## src/rtl/core/psc_pkg.sv

```systemverilog
// shared types and constants of the pending signal controller
package psc_pkg;

   localparam int SEQ_W = 64;
   localparam int SET_W = 64;
   localparam int ID_W  = 32;
   localparam int SIG_W = 6;
   localparam int CMD_W = 2;

   localparam int REQ_SN_LSB    = 0;
   localparam int REQ_PID_LSB   = REQ_SN_LSB + SIG_W;
   localparam int REQ_UID_LSB   = REQ_PID_LSB + ID_W;
   localparam int REQ_MASK_LSB  = REQ_UID_LSB + ID_W;
   localparam int REQ_SINCE_LSB = REQ_MASK_LSB + SET_W;
   localparam int REQ_DATA_W    = 200;

   localparam int RSP_SEQ_LSB    = 0;
   localparam int RSP_EDGE_LSB   = RSP_SEQ_LSB + SEQ_W;
   localparam int RSP_ACTIVE_LSB = RSP_EDGE_LSB + SET_W;
   localparam int RSP_FSIG_LSB   = RSP_ACTIVE_LSB + SET_W;
   localparam int RSP_FPID_LSB   = RSP_FSIG_LSB + SIG_W;
   localparam int RSP_FUID_LSB   = RSP_FPID_LSB + ID_W;
   localparam int RSP_DATA_W     = 264;
   localparam int RSP_PAD_W      = RSP_DATA_W - (RSP_FUID_LSB + ID_W);
   localparam int RSP_USER_W     = 2;
   localparam int RSP_FOUND_BIT  = 0;
   localparam int RSP_STATUS_BIT = 1;

   typedef enum logic [CMD_W-1:0] {
      CMD_RAISE = 2'd0,
      CMD_FETCH = 2'd1,
      CMD_POLL  = 2'd2,
      CMD_NOP   = 2'd3
   } cmd_type;

   typedef struct packed {
      logic capture;
      logic ctl_rd;
      logic raise_wr;
      logic scan_inc;
      logic fetch_pop;
      logic rec_load;
      logic stamp_rd;
      logic load_rsp;
   } dp_cmd_type;

   typedef struct packed {
      cmd_type cmd;
      logic    sn_ok;
      logic    scan_hit;
      logic    scan_last;
   } dp_sts_type;

endpackage

```

## src/rtl/core/psc_ctrl.sv

```systemverilog
// controller state machine of the pending signal controller
module psc_ctrl (
   input  logic                clock,
   input  logic                reset,
   input  logic                req_tvalid,
   output logic                req_tready,
   output logic                rsp_tvalid,
   input  logic                rsp_tready,
   output psc_pkg::dp_cmd_type dp_cmd,
   input  psc_pkg::dp_sts_type dp_sts
);
   import psc_pkg::*;

   typedef enum logic [3:0] {
      ST_IDLE,
      ST_DISPATCH,
      ST_RAISE_WR,
      ST_FETCH_SCAN,
      ST_FETCH_POP,
      ST_FETCH_LOAD,
      ST_POLL_SCAN,
      ST_POLL_LAST,
      ST_DONE
   } state_type;

   state_type state_ff, state_in;
   logic      rsp_tvalid_ff;
   logic      rsp_free;

   assign rsp_free   = !rsp_tvalid_ff || rsp_tready;
   assign req_tready = state_ff == ST_IDLE;
   assign rsp_tvalid = rsp_tvalid_ff;

   always_comb begin
      state_in = state_ff;
      dp_cmd   = '0;
      unique case (state_ff)
         ST_IDLE: begin
            if (req_tvalid) begin
               dp_cmd.capture = 1'b1;
               state_in       = ST_DISPATCH;
            end
         end
         ST_DISPATCH: begin
            unique case (dp_sts.cmd)
               CMD_RAISE: begin
                  if (dp_sts.sn_ok) begin
                     dp_cmd.ctl_rd = 1'b1;
                     state_in      = ST_RAISE_WR;
                  end else begin
                     state_in = ST_DONE;
                  end
               end
               CMD_FETCH: state_in = ST_FETCH_SCAN;
               CMD_POLL:  state_in = ST_POLL_SCAN;
               default:   state_in = ST_DONE;
            endcase
         end
         ST_RAISE_WR: begin
            dp_cmd.raise_wr = 1'b1;
            state_in        = ST_DONE;
         end
         ST_FETCH_SCAN: begin
            if (dp_sts.scan_hit) begin
               dp_cmd.ctl_rd = 1'b1;
               state_in      = ST_FETCH_POP;
            end else if (dp_sts.scan_last) begin
               state_in = ST_DONE;
            end else begin
               dp_cmd.scan_inc = 1'b1;
            end
         end
         ST_FETCH_POP: begin
            dp_cmd.fetch_pop = 1'b1;
            state_in         = ST_FETCH_LOAD;
         end
         ST_FETCH_LOAD: begin
            dp_cmd.rec_load = 1'b1;
            state_in        = ST_DONE;
         end
         ST_POLL_SCAN: begin
            dp_cmd.stamp_rd = 1'b1;
            if (dp_sts.scan_last) begin
               state_in = ST_POLL_LAST;
            end else begin
               dp_cmd.scan_inc = 1'b1;
            end
         end
         ST_POLL_LAST: begin
            state_in = ST_DONE;
         end
         ST_DONE: begin
            if (rsp_free) begin
               dp_cmd.load_rsp = 1'b1;
               state_in        = ST_IDLE;
            end
         end
         default: begin
            state_in = ST_IDLE;
         end
      endcase
   end

   always_ff @(posedge clock) begin
      if (reset) begin
         state_ff      <= ST_IDLE;
         rsp_tvalid_ff <= 1'b0;
      end else begin
         state_ff <= state_in;
         if (dp_cmd.load_rsp) begin
            rsp_tvalid_ff <= 1'b1;
         end else if (rsp_tready) begin
            rsp_tvalid_ff <= 1'b0;
         end
      end
   end

endmodule

```

## config.mk

```make
export PLATFORM = sky130hd
export DESIGN_NAME = psc_ctrl
export DESIGN_NICKNAME = d
export VERILOG_FILES = /design/src/rtl/core/psc_pkg.sv /design/src/rtl/core/psc_ctrl.sv
export SDC_FILE = /design/constraint.sdc
export NUM_CORES = 1
export LEC_CHECK = 0
export BUFFER_PORTS_ARGS = -buffer_cell sky130_fd_sc_hd__buf_4
export CAP_MARGIN = 20
export CORE_AREA = 4 4 41 43
export CTS_BUF_LIST = sky130_fd_sc_hd__clkbuf_8
export DETAILED_ROUTE_END_ITERATION = 8
export DIE_AREA = 0 0 45 47
export GPL_ROUTABILITY_DRIVEN = 1
export GPL_TIMING_DRIVEN = 0
export PLACE_DENSITY = 0.73
export SLEW_MARGIN = 0
export SYNTH_ARGS = -nofsm -noshare
export SYNTH_HDL_FRONTEND = slang
export SYNTH_SLANG_ARGS = --single-unit
```

## constraint.sdc

```tcl
create_clock -name clock -period 2.46 [get_ports clock]
set_clock_uncertainty 0.1 [all_clocks]
set_input_delay 0.246 -clock clock [delete_from_list [all_inputs] [get_ports clock]]
set_output_delay 0.246 -clock clock [all_outputs]
set_load 0.01 [all_outputs]
```

=== Yosys cells after proc, flatten, opt, wreduce, memory -nomap -nowiden ===
Index checks and enable logic that the tools add are counted.

* $add $sub $neg: 0
* Bitwise gates (word level): 0
* $lt $le $gt $ge: 0
* Divide/modulo/power cells: 0
* Equality and inequality tests: 14
* Shift operators: 0
* Reductions and logical operators: 7
* Multiply operators: 0
* Muxes and demuxes: 25

{| class="wikitable"
|+ Operators by type and width
! cell !! number
|-
| 4-bit one-hot mux with 7 select lines || 1
|-
| 4-bit two-way mux || 6
|-
| 4-bit by 3-bit == test with 1-bit output (second input constant) || 4
|-
| 1-bit two-way mux || 15
|-
| 4-bit one-hot mux with 3 select lines || 1
|-
| 4-bit by 2-bit == test with 1-bit output (second input constant) || 2
|-
| 2-bit inequality test (second input constant) || 3
|-
| 4-bit by 1-bit == test with 1-bit output (second input constant) || 1
|-
| 4-bit == test (second input constant) || 1
|-
| 4-bit zero test || 1
|-
| 1-bit one-hot mux with 2 select lines || 2
|-
| 4-bit AND reduction || 1
|-
| 3-bit inequality test (second input constant) || 1
|-
| 3-bit OR reduction || 1
|-
| 2-bit by 1-bit == test with 1-bit output (second input constant) || 1
|-
| 2-bit == test (second input constant) || 1
|-
| 2-bit zero test || 1
|-
| 2-bit nonzero test || 1
|-
| 1-bit zero test || 1
|-
| 1-bit logical OR || 1
|}

* Logic and storage cells: 48
* Memories: 0
* Latch bits: 0
* RAM bits: 0
* Bits of input ports: 9
* Output and inout port bits: 10
* Bits in registers: 5
* ROM bits: 0

=== Logic depth before layout (Yosys ltp) ===
* Depth after elaboration: 5
* Depth in mapped cells: 6
* Gate-level depth less buffers: 6

=== Worst setup path before layout ===
OpenSTA, ideal clock, no wires.

* Kind: register -> output
* From: register state_ff[0]
* To: output dp_cmd[7] (netlist bit)
* Stages on the path, launching flop included: 4
* Buffers on the path: 1
* Data required time: 2114 ps
* Arrival time: 1223 ps
* Setup slack: 891 ps
* Cells stage by stage: dfxtp_1 > buf_2 > nor4_1 > and2_1

{| class="wikitable"
|+ RTL lines
! element !! RTL line !! text
|-
| start, declared || psc_ctrl.sv:26 || <nowiki>state_type state_ff, state_in;</nowiki>
|-
| start signal, assigned || psc_ctrl.sv:109 || <nowiki>state_ff <= state_in;</nowiki>
|-
| end, declared || psc_ctrl.sv:9 || <nowiki>output psc_pkg::dp_cmd_type dp_cmd,</nowiki>
|}

==> results.py <==
metrics = {
    "timing": {
        "drv_slew": 0,
        "fin_tns_setup_ps": 0,
        "period_share_pct": 73.6,
        "holdWs_ps": 127,
        "rsz0062_at_grt": "no",
        "max_freq_mhz": 553,
        "setup_viol": 0,
        "hold_viol_final": 0,
        "worstMarginPinSlew_ps": 394,
        "maxSlewHeadroom_pct": 73.5,
        "period_minus_slack_ps": 1810,
    },
    "flow_run": {
        "cap_violations": 0,
    },
    "grt": {
        "grt_max_degree": 11,
        "overflow": 0,
        "grtUsageTotal_pct": 13.2,
        "grt_pass1_vias": 496,
        "antenna_found_initial": 0,
        "grt_pass1_wl_um": 1970,
    },
    "worst_setup_path": {
        "crit_fanout": 10,
        "crit_type": "reg2out",
        "crit_arrival_ps": 1460,
        "cp.required_ps": 2110,
        "critical-path-max-stage-delay_ps": 370,
        "crit_path_cell_trace": "buf_2 -> nor3_1 -> nand2_1 -> nor2_1 -> buf_4",
        "cp-end-kind": "output port",
        "startpoint_type": "flip-flop",
        "cpMaxStageDelayCell": "nor3_1",
    },
    "cts": {
        "clk_path_buf_depth": 2,
        "cts.clk_slew.worst_paths_ps": 40,
        "cts_tree": "built",
        "cts-root-buf": "clkbuf_8",
        "cts_setup_buffers": 0,
        "ctsHoldBuffers": 0,
        "cts.htree.levels": 1,
        "clk_latency_ps": 230,
        "ctsResizeCount": 0,
        "cts_buffers": 3,
        "clock-sinks": 5,
    },
    "drt": {
        "drc_errors": 0,
        "drt-total-wl_um": 1200,
        "via_per_inst": 5.38,
        "num_vias": 533,
        "wl_met3_um": 74,
        "firstDrtPassIters": 4,
        "drt_iter0_drc": 5,
        "top_layer_used": "met4",
        "wire_per_inst_um": 12.1,
        "met2_length_um": 584,
        "m1WireLength_um": 488,
        "postRouteAntennaNets": 0,
    },
    "die": {
        "coreArea_um2": 1300,
        "initial_core_util_pct": 37.3,
        "die_w_um": 45,
        "die_area_um2": 2120,
        "die_height_um": 47,
        "pin_count": 19,
        "rows": 13,
    },
    "placed_design": {
        "routabilityCongestion": 0.863,
        "dp.cells": 95,
        "hpwlAfterDp_um": 944,
        "numPortBuffers": 18,
    },
    "layout": {
        "drive_gt1_share_pct": 33.3,
        "antenna_cells": 0,
        "stdcell_count": 99,
        "layout.nets": 98,
        "syn_to_final_growth_pct": 41.0,
    },
    "logic_synthesis": {
        "syn-num-nets": 75,
        "ys_warn_count": 0,
        "synth-seq-cells": 5,
        "synth_edf_count": 0,
        "syn-instance-count": 62,
        "synthArstFlopShare_pct": 0,
        "syn-cell-area_um2": 485,
        "ys_seq_area_share_pct": 20.6,
        "ys.flop_type": "dfxtp_1",
        "avgSynthCellArea_um2": 7.83,
        "synth_cell_types": 27,
    },
    "status": {
        "status": "finished clean",
    },
    "worst_hold_path": {
        "hold_path_class": "in2reg",
    },
    "power_and_ir_drop": {
        "p_leak_nw": 0.308,
        "irDropWorstVdd_uv": 269,
        "p_per_area_nw_per_um2": 541,
        "power_mw": 0.370,
    },
}
-- sequential cells by signal (all words and copies together), names as in the netlist --
signal / flops
state_ff: 4
rsp_tvalid: 1
-- layout make-up --
type / instances / area [um2]
buffer: 4 / 26.3
clock buffer: 3 / 41.3
clock inverter: 1 / 3.75
fill: 143 / 617
inverter: 2 / 7.51
multi-input combinational: 51 / 352
sequential: 5 / 100
tap: 15 / 18.8
timing repair buffer: 18 / 135
-- worst max-delay path, delay by kind of cell (launching register included) --
family	cells	cell delay, ps
simple gates	3	600
flops	1	330
buf+inv	2	310
-- power by group --
group / switching, mW / total [mW] / internal, mW
logic: 0.0607 / 0.123 / 0.0622
registers: 0.00659 / 0.0954 / 0.0888
clock network: 0.0444 / 0.152 / 0.107
-- per-layer routing --
layer	GRT usage, %	up-vias
met2	20.9	18
met3	4.60	6
met1	14.5	244
met5	0	-
li1	-	265
met4	9.94	0
-- logic make-up after synthesis --
family / count (synthesis) / share of synthesized area, %
adder cells (fa/ha/maj): 4 / 10.3
multiplexers: 3 / 6.44
AND/OR/NAND/NOR: 31 / 38.9
AO/OA/AOI/OAI: 13 / 16.8
buffers and inverters: 6 / 6.96
flip-flops: 5 / 20.6
-- path summary, 6_finish.rpt --
kind	startpoint	end	slack (ps)	depth (start not counted)
setup / recovery	state_ff[0]	dp_cmd[0]	650	5
hold / removal	reset	rsp_tvalid	130	2
setup reg to reg	state_ff[2]	state_ff[0]	880	5
hold reg to reg	rsp_tvalid	rsp_tvalid	420	2
-- metrics by stage --
step	setup WS (ps)	utilization (%)	instance area (um2)
6_report	650	52.6	684
5_1_grt	451	52.6	684
4_1_cts	640	52.6	684
3_5_place_dp	912	49.1	639
3_3_place_gp	903	49.1	639
2_1_floorplan	891	-	485
-- synthesized netlist by cell type (all sizes together), types with 2 or more instances --
cell type	number	area [um2]
a21oi	7	35.0
nor3	7	40.0
dfxtp	5	100
nand2b	5	38.8
buf	4	26.3
ha	4	50.1
nand2	4	15.0
nor2	3	11.3
nor2b	3	18.8
o21a	3	22.5
inv	2	7.51
mux2i	2	20.0
nand3b	2	15.0
-- cells in the final DEF (no fill, tap or decap), drive strengths merged --
cell     netlist  routed
nand2          4       4
nor4           1       1
nor3           7       7
o22ai          1       1
clkbuf         0       3
ha             4       4
a211o          1       1
a221oi         1       1
nor2           3       3
inv            2       3
nand4bb        1       1
nand3b         2       2
mux2i          2       2
or2b           1       1
dfxtp          5       5
and2           1       1
nand2b         5       5
a21oi          7       7
nor2b          3       3
nand3          1       1
mux2           1       1
or3            1       1
buf            4      22
o21a           3       3
or4            1       1
No activity file was read; power rests on OpenSTA's default activity.
